<file path="src/hdl/asymmetric_hampel_outlier_gate_assert.svh">
// Assertion helpers for the outlier gate, clocked on i_clk and held off in reset.
`ifndef ASYMMETRIC_HAMPEL_OUTLIER_GATE_ASSERT_SVH
`define ASYMMETRIC_HAMPEL_OUTLIER_GATE_ASSERT_SVH

// Check that cons holds in the same cycle as ante.
`define AHOG_ASSERT_SAME(label, ante, cons) \
    label: assert property (@(posedge i_clk) disable iff (!i_rst_n) (ante) |-> (cons)) \
        else $error("ahog assertion failed");

// Check that cons holds in the cycle after ante.
`define AHOG_ASSERT_NEXT(label, ante, cons) \
    label: assert property (@(posedge i_clk) disable iff (!i_rst_n) (ante) |=> (cons)) \
        else $error("ahog assertion failed");

`endif

</file>
<file path="src/hdl/ahog_pkg.sv">
package ahog_pkg;

    // Default sizes
    localparam int DEF_WINDOW   = 16;
    localparam int DEF_CHANNELS = 4;
    localparam int NUM_IN_CH    = 4;

    // 1.4826 in Q16
    localparam logic [16:0] SIGMA_K_Q16 = 17'd97163;

    // Register indexes
    localparam logic [2:0] CFG_LIMIT_CH0 = 3'd0;
    localparam logic [2:0] CFG_LIMIT_CH1 = 3'd1;
    localparam logic [2:0] CFG_LIMIT_CH2 = 3'd2;
    localparam logic [2:0] CFG_LIMIT_CH3 = 3'd3;
    localparam logic [2:0] CFG_GAIN_UP   = 3'd4;
    localparam logic [2:0] CFG_GAIN_LO   = 3'd5;
    localparam logic [2:0] CFG_FLOOR     = 3'd6;
    localparam logic [2:0] CFG_WARMUP    = 3'd7;

    // Register reset values
    localparam logic [11:0] RST_GAIN   = 12'd768;
    localparam logic [14:0] RST_FLOOR  = 15'd50;
    localparam logic [4:0]  RST_WARMUP = 5'd8;

    // Reject causes
    localparam logic [1:0] CAUSE_NONE  = 2'd0;
    localparam logic [1:0] CAUSE_RANGE = 2'd1;
    localparam logic [1:0] CAUSE_BOUND = 2'd2;

    typedef enum logic [3:0] {
        ST_IDLE,
        ST_GATE,
        ST_NEXT,
        ST_CRD,
        ST_CGET,
        ST_SRD,
        ST_SGET,
        ST_CHK,
        ST_SIG,
        ST_PROD,
        ST_CMP,
        ST_UPD,
        ST_OUT
    } t_state;

endpackage

</file>
<file path="src/hdl/asymmetric_hampel_outlier_gate.sv">
// Asymmetric Hampel outlier gate. Takes one set of up to four signed distances with a
// presence mask, checks each present channel against its nonzero absolute range limit, then
// tests every present channel whose window holds at least warmup_count samples against
// median - gain_lower*sigma .. median + gain_upper*sigma, sigma = max(1.4826*MAD, floor).
// A set that passes is accepted and its present values are pushed into the windows.
// One set is handled at a time and s_axis_tready is low until its result is taken.
// Steps per set: the range gate, a scan over the channels with a median and MAD search for
// each tested channel, the window update of each channel, then the result, held until
// m_axis_tready; a rejected set goes straight to the result. Median and MAD are found by
// rank counting on one shared compare unit fed by the single read port of the sample
// memory; each compare needs a memory read of its own.
module asymmetric_hampel_outlier_gate #(
    parameter int WINDOW   = ahog_pkg::DEF_WINDOW,
    parameter int CHANNELS = ahog_pkg::DEF_CHANNELS
) (
    input  logic        i_clk,
    input  logic        i_rst_n,
    // td_ch0, td_ch1, td_ch2, td_ch3 (16 bits each, from bit 0 up)
    input  logic [63:0] s_axis_tdata,
    // present_mask
    input  logic [3:0]  s_axis_tuser,
    input  logic        s_axis_tvalid,
    output logic        s_axis_tready,
    // accepted, reject_cause[1:0], reject_channel[1:0], zero pad
    output logic [7:0]  m_axis_tdata,
    output logic        m_axis_tvalid,
    input  logic        m_axis_tready,
    input  logic        i_cfg_we,
    input  logic [2:0]  i_cfg_idx,
    input  logic [15:0] i_cfg_data
);
    import ahog_pkg::*;

    localparam int ACTIVE = (CHANNELS < NUM_IN_CH) ? CHANNELS : NUM_IN_CH;
    localparam int CW     = (CHANNELS > 1) ? $clog2(CHANNELS) : 1;
    localparam int CHW    = $clog2(ACTIVE + 1);
    localparam int IW     = $clog2(WINDOW);
    localparam int FW     = $clog2(WINDOW + 1);
    localparam int DEPTH  = CHANNELS * WINDOW;
    localparam int AW     = $clog2(DEPTH);

    // Configuration
    logic [15:0] r_limit [NUM_IN_CH];
    logic [11:0] r_gain_up, r_gain_lo;
    logic [14:0] r_floor;
    logic [4:0]  r_warm;

    // Window state
    logic [FW-1:0] r_fill [CHANNELS];
    logic [IW-1:0] r_head [CHANNELS];
    logic signed [15:0] mem [DEPTH];
    logic signed [15:0] r_rdata;

    // Item and working registers
    t_state r_state, n_state;
    logic signed [15:0] r_td [NUM_IN_CH];
    logic [3:0]    r_mask;
    logic [CHW-1:0] r_ch;
    logic          r_pass;
    logic [FW-1:0] r_i, r_j, r_lt, r_le;
    logic signed [17:0] r_cand;
    logic signed [15:0] r_med;
    logic [16:0]   r_mad;
    logic [33:0]   r_sig;
    logic signed [16:0] r_diff;
    logic [15:0]   r_dmag;
    logic [45:0]   r_prod;
    logic          r_ovalid, r_acc;
    logic [1:0]    r_cause, r_rch;

    // Combinational helpers
    logic [CW-1:0]  w_ch;
    logic [1:0]     w_tdi;
    logic [FW-1:0]  w_n, w_k;
    logic signed [15:0] w_td;
    logic           w_test, w_found, w_last, w_bound_fail, w_upd_last, w_scan_end;
    logic           w_gate_fail;
    logic [1:0]     w_gate_ch;
    logic signed [16:0] w_dev;
    logic [16:0]    w_adev;
    logic signed [17:0] w_rkey;
    logic [33:0]    w_mad_k, w_floor_q;
    logic [11:0]    w_gain;
    logic [IW-1:0]  w_idx;
    logic [AW-1:0]  w_addr;
    logic           w_we;
    logic [15:0]    w_mag [NUM_IN_CH];

    assign w_ch   = CW'(r_ch);
    assign w_tdi  = 2'(r_ch);
    assign w_td   = r_td[w_tdi];
    assign w_n    = r_fill[w_ch];
    assign w_k    = w_n >> 1;
    assign w_test = r_mask[w_tdi] && (8'(r_fill[w_ch]) >= 8'(r_warm));
    assign w_found = (r_lt <= w_k) && (w_k < r_le);
    assign w_last  = (r_j == w_n - FW'(1));
    assign w_scan_end = (r_ch == CHW'(ACTIVE));
    assign w_upd_last = (r_ch == CHW'(ACTIVE - 1));
    assign w_bound_fail = (r_diff != 17'sd0) && (46'({r_dmag, 24'd0}) > r_prod);

    // Sort key: raw sample for the median pass, distance from median for MAD
    assign w_dev  = 17'(r_rdata) - 17'(r_med);
    assign w_adev = w_dev[16] ? 17'(-w_dev) : w_dev;
    assign w_rkey = r_pass ? 18'({1'b0, w_adev}) : 18'(r_rdata);

    assign w_mad_k   = 34'(r_mad) * 34'(SIGMA_K_Q16);
    assign w_floor_q = 34'({r_floor, 16'd0});
    assign w_gain    = (!r_diff[16] && r_diff != 17'sd0) ? r_gain_up : r_gain_lo;

    // Range gate: first present channel above its nonzero limit
    always_comb begin
        w_gate_fail = 1'b0;
        w_gate_ch   = 2'd0;
        for (int c = NUM_IN_CH - 1; c >= 0; c--) begin
            w_mag[c] = r_td[c][15] ? 16'(-r_td[c]) : r_td[c];
            if (c < ACTIVE && r_mask[c] && r_limit[c] != 16'd0 && w_mag[c] > r_limit[c]) begin
                w_gate_fail = 1'b1;
                w_gate_ch   = 2'(c);
            end
        end
    end

    // Next state
    always_comb begin
        n_state = r_state;
        case (r_state)
            ST_IDLE: if (s_axis_tvalid) n_state = ST_GATE;
            ST_GATE: n_state = w_gate_fail ? ST_OUT : ST_NEXT;
            ST_NEXT: begin
                if (w_scan_end) n_state = ST_UPD;
                else if (w_test) n_state = (w_n == FW'(0)) ? ST_SIG : ST_CRD;
            end
            ST_CRD:  n_state = ST_CGET;
            ST_CGET: n_state = ST_SRD;
            ST_SRD:  n_state = ST_SGET;
            ST_SGET: n_state = w_last ? ST_CHK : ST_SRD;
            ST_CHK:  n_state = (w_found && r_pass) ? ST_SIG : ST_CRD;
            ST_SIG:  n_state = ST_PROD;
            ST_PROD: n_state = ST_CMP;
            ST_CMP:  n_state = w_bound_fail ? ST_OUT : ST_NEXT;
            ST_UPD:  if (w_upd_last) n_state = ST_OUT;
            ST_OUT:  if (m_axis_tready) n_state = ST_IDLE;
            default: n_state = ST_IDLE;
        endcase
    end

    // Outputs and memory control
    always_comb begin
        s_axis_tready = (r_state == ST_IDLE);
        case (r_state)
            ST_CRD:  w_idx = IW'(r_i);
            ST_SRD:  w_idx = IW'(r_j);
            default: w_idx = r_head[w_ch];
        endcase
        w_we   = (r_state == ST_UPD) && r_mask[w_tdi];
        w_addr = AW'(int'(w_ch) * WINDOW + int'(w_idx));
    end

    assign m_axis_tvalid = r_ovalid;
    assign m_axis_tdata  = {3'd0, r_rch, r_cause, r_acc};

    // Sample memory: one address a cycle, written and read together, read data registered
    always_ff @(posedge i_clk) begin
        if (w_we) mem[w_addr] <= w_td;
        r_rdata <= mem[w_addr];
    end

    // Configuration registers
    always_ff @(posedge i_clk) begin
        if (!i_rst_n) begin
            for (int c = 0; c < NUM_IN_CH; c++) r_limit[c] <= 16'd0;
            r_gain_up <= RST_GAIN;
            r_gain_lo <= RST_GAIN;
            r_floor   <= RST_FLOOR;
            r_warm    <= RST_WARMUP;
        end else if (i_cfg_we) begin
            case (i_cfg_idx)
                CFG_LIMIT_CH0: r_limit[0] <= i_cfg_data;
                CFG_LIMIT_CH1: r_limit[1] <= i_cfg_data;
                CFG_LIMIT_CH2: r_limit[2] <= i_cfg_data;
                CFG_LIMIT_CH3: r_limit[3] <= i_cfg_data;
                CFG_GAIN_UP:   r_gain_up  <= i_cfg_data[11:0];
                CFG_GAIN_LO:   r_gain_lo  <= i_cfg_data[11:0];
                CFG_FLOOR:     r_floor    <= i_cfg_data[14:0];
                CFG_WARMUP:    r_warm     <= i_cfg_data[4:0];
                default: ;
            endcase
        end
    end

    // Control state
    always_ff @(posedge i_clk) begin
        if (!i_rst_n) begin
            r_state  <= ST_IDLE;
            r_ovalid <= 1'b0;
            for (int c = 0; c < CHANNELS; c++) begin
                r_fill[c] <= '0;
                r_head[c] <= '0;
            end
        end else begin
            r_state <= n_state;
            if (r_ovalid && m_axis_tready) r_ovalid <= 1'b0;
            if (r_state != ST_OUT && n_state == ST_OUT) r_ovalid <= 1'b1;
            // Advance head and fill of each present channel on accept
            if (w_we) begin
                r_head[w_ch] <= (r_head[w_ch] == IW'(WINDOW - 1)) ? '0 : r_head[w_ch] + IW'(1);
                if (r_fill[w_ch] != FW'(WINDOW)) r_fill[w_ch] <= r_fill[w_ch] + FW'(1);
            end
        end
    end

    // Datapath
    always_ff @(posedge i_clk) begin
        case (r_state)
            ST_IDLE: begin
                for (int c = 0; c < NUM_IN_CH; c++) r_td[c] <= s_axis_tdata[16*c +: 16];
                r_mask <= s_axis_tuser;
            end
            ST_GATE: begin
                r_ch    <= '0;
                r_acc   <= 1'b0;
                r_cause <= CAUSE_RANGE;
                r_rch   <= w_gate_ch;
            end
            ST_NEXT: begin
                if (w_scan_end) begin
                    r_ch <= '0;
                end else if (w_test) begin
                    r_pass <= 1'b0;
                    r_i    <= '0;
                    r_med  <= 16'sd0;
                    r_mad  <= 17'd0;
                end else begin
                    r_ch <= r_ch + CHW'(1);
                end
            end
            ST_CGET: begin
                r_cand <= w_rkey;
                r_j    <= '0;
                r_lt   <= '0;
                r_le   <= '0;
            end
            // Count window keys below and not above the candidate
            ST_SGET: begin
                if (w_rkey < r_cand)  r_lt <= r_lt + FW'(1);
                if (w_rkey <= r_cand) r_le <= r_le + FW'(1);
                r_j <= r_j + FW'(1);
            end
            ST_CHK: begin
                if (w_found) begin
                    r_i <= '0;
                    if (r_pass) r_mad <= r_cand[16:0];
                    else        r_med <= r_cand[15:0];
                    r_pass <= 1'b1;
                end else begin
                    r_i <= r_i + FW'(1);
                end
            end
            ST_SIG: begin
                r_sig  <= (w_floor_q > w_mad_k) ? w_floor_q : w_mad_k;
                r_diff <= 17'(w_td) - 17'(r_med);
            end
            ST_PROD: begin
                r_prod <= w_gain * r_sig;
                r_dmag <= r_diff[16] ? 16'(-r_diff) : r_diff[15:0];
            end
            ST_CMP: begin
                r_acc   <= 1'b0;
                r_cause <= CAUSE_BOUND;
                r_rch   <= w_tdi;
                if (!w_bound_fail) r_ch <= r_ch + CHW'(1);
            end
            ST_UPD: begin
                r_acc   <= 1'b1;
                r_cause <= CAUSE_NONE;
                r_rch   <= 2'd0;
                r_ch    <= r_ch + CHW'(1);
            end
            default: ;
        endcase
    end

    `include "asymmetric_hampel_outlier_gate_assert.svh"

    `AHOG_ASSERT_SAME(a_one_side_busy, 1'b1, !(s_axis_tready && m_axis_tvalid))
    `AHOG_ASSERT_SAME(a_acc_cause, m_axis_tvalid, r_acc == (r_cause == CAUSE_NONE))
    `AHOG_ASSERT_NEXT(a_take_to_gate, s_axis_tvalid && s_axis_tready, r_state == ST_GATE)
    `AHOG_ASSERT_SAME(a_fill_bound, 1'b1, r_fill[0] <= FW'(WINDOW))

endmodule
</file>
<file path="config.mk">
export PLATFORM = sky130hd
export DESIGN_NAME = asymmetric_hampel_outlier_gate
export DESIGN_NICKNAME = d
export VERILOG_FILES = /design/src/hdl/ahog_pkg.sv /design/src/hdl/asymmetric_hampel_outlier_gate.sv
export VERILOG_INCLUDE_DIRS = /design/src /design/src/hdl
export SDC_FILE = /design/constraint.sdc
export NUM_CORES = 2
export LEC_CHECK = 0
export ABC_CLOCK_PERIOD_IN_PS = 26600
export BUFFER_PORTS_ARGS = -buffer_cell sky130_fd_sc_hd__buf_2
export CAP_MARGIN = 10
export CORE_MARGIN = 2
export CORE_UTILIZATION = 55
export CTS_CLUSTER_DIAMETER = 30
export DETAILED_ROUTE_END_ITERATION = 12
export MAX_ROUTING_LAYER = met4
export PLACE_DENSITY = 0.79
export SLEW_MARGIN = 20
export SYNTH_ARGS = -nofsm -noshare
export SYNTH_HDL_FRONTEND = slang
export SYNTH_SLANG_ARGS = --single-unit
</file>
<file path="constraint.sdc">
create_clock -name i_clk -period 26.6 [get_ports i_clk]
set_input_delay 0 -clock i_clk [delete_from_list [all_inputs] [get_ports i_clk]]
set_output_delay 0 -clock i_clk [all_outputs]
set_load 0.01 [all_outputs]
</file>
Word level (Yosys, flattened, before mapping)
Memories as Yosys holds them, arrays and structs flattened. A register that Yosys moved wholly into a read port is not among the register bits.
Cells that the tools add are included.
Storage, ports and cells
  output and inout bits: 10
  memories kept: 5
  RAM bits: 1188
  word-level logic and storage cells: 248
  register bits: 246
  bits of input ports: 92
Memories
  mem: depth 64, width 16, rd ports 1, clocked after memory_dff 1, wr ports 1, line asymmetric_hampel_outlier_gate.sv:51  | logic signed [15:0] mem [DEPTH];
  r_limit: depth 4, width 16, rd ports 4, clocked after memory_dff 0, wr ports 4, line asymmetric_hampel_outlier_gate.sv:43  | logic [15:0] r_limit [NUM_IN_CH];
  r_td: depth 4, width 16, rd ports 5, clocked after memory_dff 1, wr ports 4, line asymmetric_hampel_outlier_gate.sv:56  | logic signed [15:0] r_td [NUM_IN_CH];
  r_fill: depth 4, width 5, rd ports 1, clocked after memory_dff 1, wr ports 4, line asymmetric_hampel_outlier_gate.sv:49  | logic [FW-1:0] r_fill [CHANNELS];
  r_head: depth 4, width 4, rd ports 1, clocked after memory_dff 1, wr ports 4, line asymmetric_hampel_outlier_gate.sv:50  | logic [IW-1:0] r_head [CHANNELS];
Cells by class
  multiplexer cells: 104
  magnitude comparators: 12
  reduce and logical (&&, ||, !) cells: 45
  multiply operators: 2
  eq/ne operators: 35
  add/subtract/negate cells: 17
  bitwise logic cells: 4
Operator list (number)
  16-bit 2-to-1 mux: 13
  17-bit 2-to-1 mux: 5
  16-bit negation: 5
  16-bit > comparator: 4
  16-bit nonzero test: 4
  4-bit one-hot mux with 13 select lines: 1
  40-bit by 46-bit > comparator with 1-bit output: 1
  12-bit by 34-bit multiplier with 46-bit output: 1
  4-bit 2-to-1 mux: 11
  5-bit one-hot mux with 2 select lines: 4
  1-bit 2-to-1 mux: 39
  31-bit by 34-bit > comparator with 1-bit output: 1
  17-bit by 17-bit multiplier with 34-bit output (second input constant): 1
  17-bit one-hot mux with 2 select lines: 1
  16-bit by 16-bit subtractor with 17-bit output: 2
  16-bit one-hot mux with 2 select lines: 1
  31-bit 2-to-1 mux: 1
  5-bit 2-to-1 mux: 6
  4-bit == test (second input constant): 7
  5-bit by 1-bit adder with 5-bit output (second input constant): 5
  2-bit 2-to-1 mux: 10
  18-bit less-or-equal comparator: 1
  18-bit less-than comparator: 1
  18-bit 2-to-1 mux: 1
  other kinds (44): 93

Depth between registers and ports, before layout
An unclocked memory read counts as a cell.
  word-level depth: 14
  mapped depth: 32
  mapped depth without buffers: 30

Worst setup path after synthesis
No wires, ideal clock.
  path type: reg-to-reg
  start: register r_mad[5]
  end: register r_sig[11] (data pin)
  library setup time: 0.255 ns
  setup slack: 18.137 ns
  arrival time: 8.208 ns
  cell stages (with the launch flop): 31
  required time: 26.345 ns
  path buffers: 2
  clock period less this slack: 8.463 ns
  cells stage by stage: edfxtp_1 inv_1 fa_1 inv_1 fa_1 fa_1 fa_1 fa_1 inv_1 fa_1 inv_1 ha_1 and3_1 a221o_1 a21oi_1 o211ai_1 or2_1 a221o_1 xnor2_1 ha_1 nand4_1 or3_1 nor4_1 nand4_1 a2111oi_0 nor2_1 a211oi_1 or4b_1 buf_2 clkbuf_1 and2_1
On the way
  cells in the longest elaborated chain, start to end: 2
Ends and longest elaborated chain
  start: declaration: line asymmetric_hampel_outlier_gate.sv:63  | logic [16:0] r_mad;
  start signal: assignment: line asymmetric_hampel_outlier_gate.sv:252  | if (r_pass) r_mad <= r_cand[16:0];
  17-bit by 17-bit multiplier with 34-bit output *: line asymmetric_hampel_outlier_gate.sv:106  | assign w_mad_k = 34'(r_mad) * 34'(SIGMA_K_Q16);
  31-bit by 34-bit > comparator with 1-bit output: line asymmetric_hampel_outlier_gate.sv:260  | r_sig <= (w_floor_q > w_mad_k) ? w_floor_q : w_mad_k;
  end signal: assignment: line asymmetric_hampel_outlier_gate.sv:260
  end: declaration: line asymmetric_hampel_outlier_gate.sv:64  | logic [33:0] r_sig;
Every way passes the cells marked *; elsewhere a longest branch is shown, timed or not.
A chain may end at the register's enable or synchronous reset.

Worst setup path in the final report
  start: register r_mad[7]
  end: register r_sig[1] (data pin)
On the way
  cells in the longest elaborated chain, start to end: 2
Ends and longest elaborated chain (line)
  17-bit by 17-bit multiplier with 34-bit output: asymmetric_hampel_outlier_gate.sv:106
  31-bit by 34-bit > comparator with 1-bit output: asymmetric_hampel_outlier_gate.sv:260
No other way between the ends.

==> impl_metrics.toml <==
[timing]
fin_skew_ns = 0.07365
relSlewSlack_pct = 13.27
setup_viol_count_final = 0
finalCritPeriodShare_pct = 36.94
hold_viol = 0
setup_tns_ns = 0
maxSlewViolCount = 0
worst_slew_pin_slew_ns = 1.293
max_freq_mhz = 101.8
timing.hold.ws_ns = 0.1110
rsz0062_at_grt = "false"
period_minus_slack_ns = 9.826

[cts]
cts_buffers = 287
clk_latency_ns = 0.91
cts_root_buf = "clkbuf_16"
post_cts_buffers = 0
h-tree-depth = 5
post_cts_resize_count = 0
clkTransAtPathRegs_ns = 0.05
cts_buffer_depth = 4
cts_tree = "done"
cts_hold_buffers = 171
clock_sinks = 1451

[floorplan]
dieArea_um2 = 149000
coreArea_um2 = 145200
fp.dieW_um = 386.0
start_util_pct = 55.26
num_io_pins = 102
die_y_um = 386.0
num_rows = 140

[route]
wl_per_cell_um = 26.96
wirelength_mm = 248.0
drtIter0Drc = 8198
drcViolationCount = 0
drtPass1Iterations = 8
via_per_inst = 6.425
ant_nets = 0
num_vias = 59108

[place]
dp_cells = 8512
dpl.hpwl_mm = 149.9
portBuffers = 98
gp_congestion = 0.9489

[cells_and_area]
final_cell_mix = "1,384 x edfxtp_1, 911 x nand2_1, 690 x inv_1"
final_net_count = 7987
syn_to_final_growth_pct = 17.84
drive_above_1_share_pct = 11.01
final_cells = 9199
layout_commonest_cell = "edfxtp_1"
n_fill_cell = 9890

[grt]
track_usage_pct = 34.18
grt_overflow = 0
grt_pass1_wl_mm = 366.7
globalRouteMet1Util_pct = 40.50
grt_use_met3_pct = 9.799
grt_max_degree = 101
grt_pass1_vias = 60019
grt_antenna_before_repair = 19
grt-busiest-layer = "met2"
globalRouteMet2Util_pct = 51.69

[yosys]
ys_warn_count = 0
yosys_most_used_dff = "edfxtp_1"
synth-seq-cells = 1451
synth-edff-count = 1384
synth_cell_types = 80
avgSynthCellArea_um2 = 12.04
syn_inst = 6664
syn_area_um2 = 80240
async_flop_share_pct = 0
ys_seq_area_share_pct = 53.47

[setup_path]
worstPathArrival_ns = 10.41
required_ns = 27.18
worst-r2r-setup-slack_ns = 16.77
crit_path_start_kind = "register"
cp_max_fo = 31
cpMostUsedCell = "fa_1"
path_class = "reg2reg"
critical-path-max-stage-delay_ns = 1.02
critPathTopFamily = "adder cells"
crit_buf_inv = 4
cp_slowest_cell = "or4b_2"
crit_path_end_kind = "register"

[worst_hold_path]
hp-class = "in2reg"

[run]
maxCapViolations = 0

[status]
status = "complete, no violations"
## layer usage
layer / up-vias / wire (um)
li1: 24562 / -
met1: 28603 / 83270
met2: 4776 / 113300
met3: 1167 / 33710
met4: 0 / 17710
met5: - / 0
## synthesized netlist by cell type (all sizes together) (17+ instances only)
cell type / instances / area [um2]
edfxtp: 1384 / 41560
nand2: 913 / 3427
inv: 691 / 2594
fa: 445 / 8909
ha: 395 / 4942
a21oi: 390 / 1952
nor2: 265 / 994.7
clkbuf: 249 / 934.7
o21ai: 193 / 965.9
xnor2: 153 / 1340
nor2b: 138 / 863.3
nand3: 125 / 625.6
and2: 106 / 663.1
a221oi: 103 / 902.1
a21o: 73 / 548.0
buf: 69 / 315.3
dfxtp: 67 / 1341
a211oi: 65 / 488.0
a22oi: 63 / 473.0
mux2i: 60 / 600.6
nor3: 53 / 265.3
o211ai: 46 / 345.3
a21boi: 43 / 322.8
xor2: 42 / 367.9
nand2b: 38 / 237.7
nand4: 37 / 231.5
a31oi: 36 / 225.2
o31ai: 34 / 255.2
nor4: 30 / 187.7
a222oi: 25 / 250.2
mux4: 25 / 563.0
or3: 24 / 150.1
mux2: 23 / 259.0
and3: 20 / 125.1
o21a: 19 / 142.6
o21bai: 19 / 142.6
or4: 19 / 142.6
o221ai: 17 / 148.9
## through the flow
step                      cell area, um2  setup WS (ns)  utilization (%)
after floorplan                    80250          18.14                -
after global placement             83260          16.84            57.34
after detailed placement           83260          16.84            57.34
after CTS                          94520          16.81            65.09
after global routing               94550          16.23            65.11
final                              94550          16.77            65.11
## cells by family after synthesis
group | after synthesis | share of synthesized area [%]
and+or+nand+nor | 1808 | 10.27
DFF | 1451 | 53.47
AOI/OAI and AO/OA | 1252 | 10.30
buffers and inverters | 1009 | 4.790
adders and majority gates | 840 | 17.26
xor gates and xnor gates | 195 | 2.129
muxes | 108 | 1.773
other | 1 | 0.004674
## state kept, by name, indices dropped and copies added, names as in the netlist, 15 cells and up, named ones only
register and flops:
r_rdata 16, r_td 64, r_prod 46, r_floor 15, r_dmag 16, r_sig 34
mem 1024, r_limit 64, r_cand 18, r_mad 17, r_fill 20, r_diff 17
r_med 16, r_head 16
## tightest hold or removal path: cells and delay by family
kind	cells	cell delay, ns
buffers and inverters	2	0.75
AND/OR/NAND/NOR	1	0.09
AO/OA/AOI/OAI	1	0.07
## layout make-up
class                   instances  area (um2)  area share (%)
diodes                         15       37.54         0.03970
inverters                     691        2594           2.743
clock buffers                 324        7625           8.064
repair buffers                418        3358           3.552
well taps                    1917        2399           2.537
multi-input cells            4206       33720           35.66
clock inverters               177        1919           2.030
flip-flops and latches       1451       42900           45.37
## path summary, 6_finish.rpt
path / start / endpoint / cells after the start
worst max-delay path: r_mad[7]$_SDFFCE_PN0P_ / r_sig[1]$_SDFFCE_PN0P_ / 28
worst min-delay path: i_cfg_data[1] / r_gain_lo[1]$_SDFFE_PN0P_ / 4
worst max register to register: r_mad[7]$_SDFFCE_PN0P_ / r_sig[1]$_SDFFCE_PN0P_ / 28
worst min register to register: r_gain_lo[10]$_SDFFE_PN0P_ / r_gain_lo[10]$_SDFFE_PN0P_ / 2
Power is not shown: default switching activity piles up to over one toggle a cycle in this logic, so the estimate is an artifact.
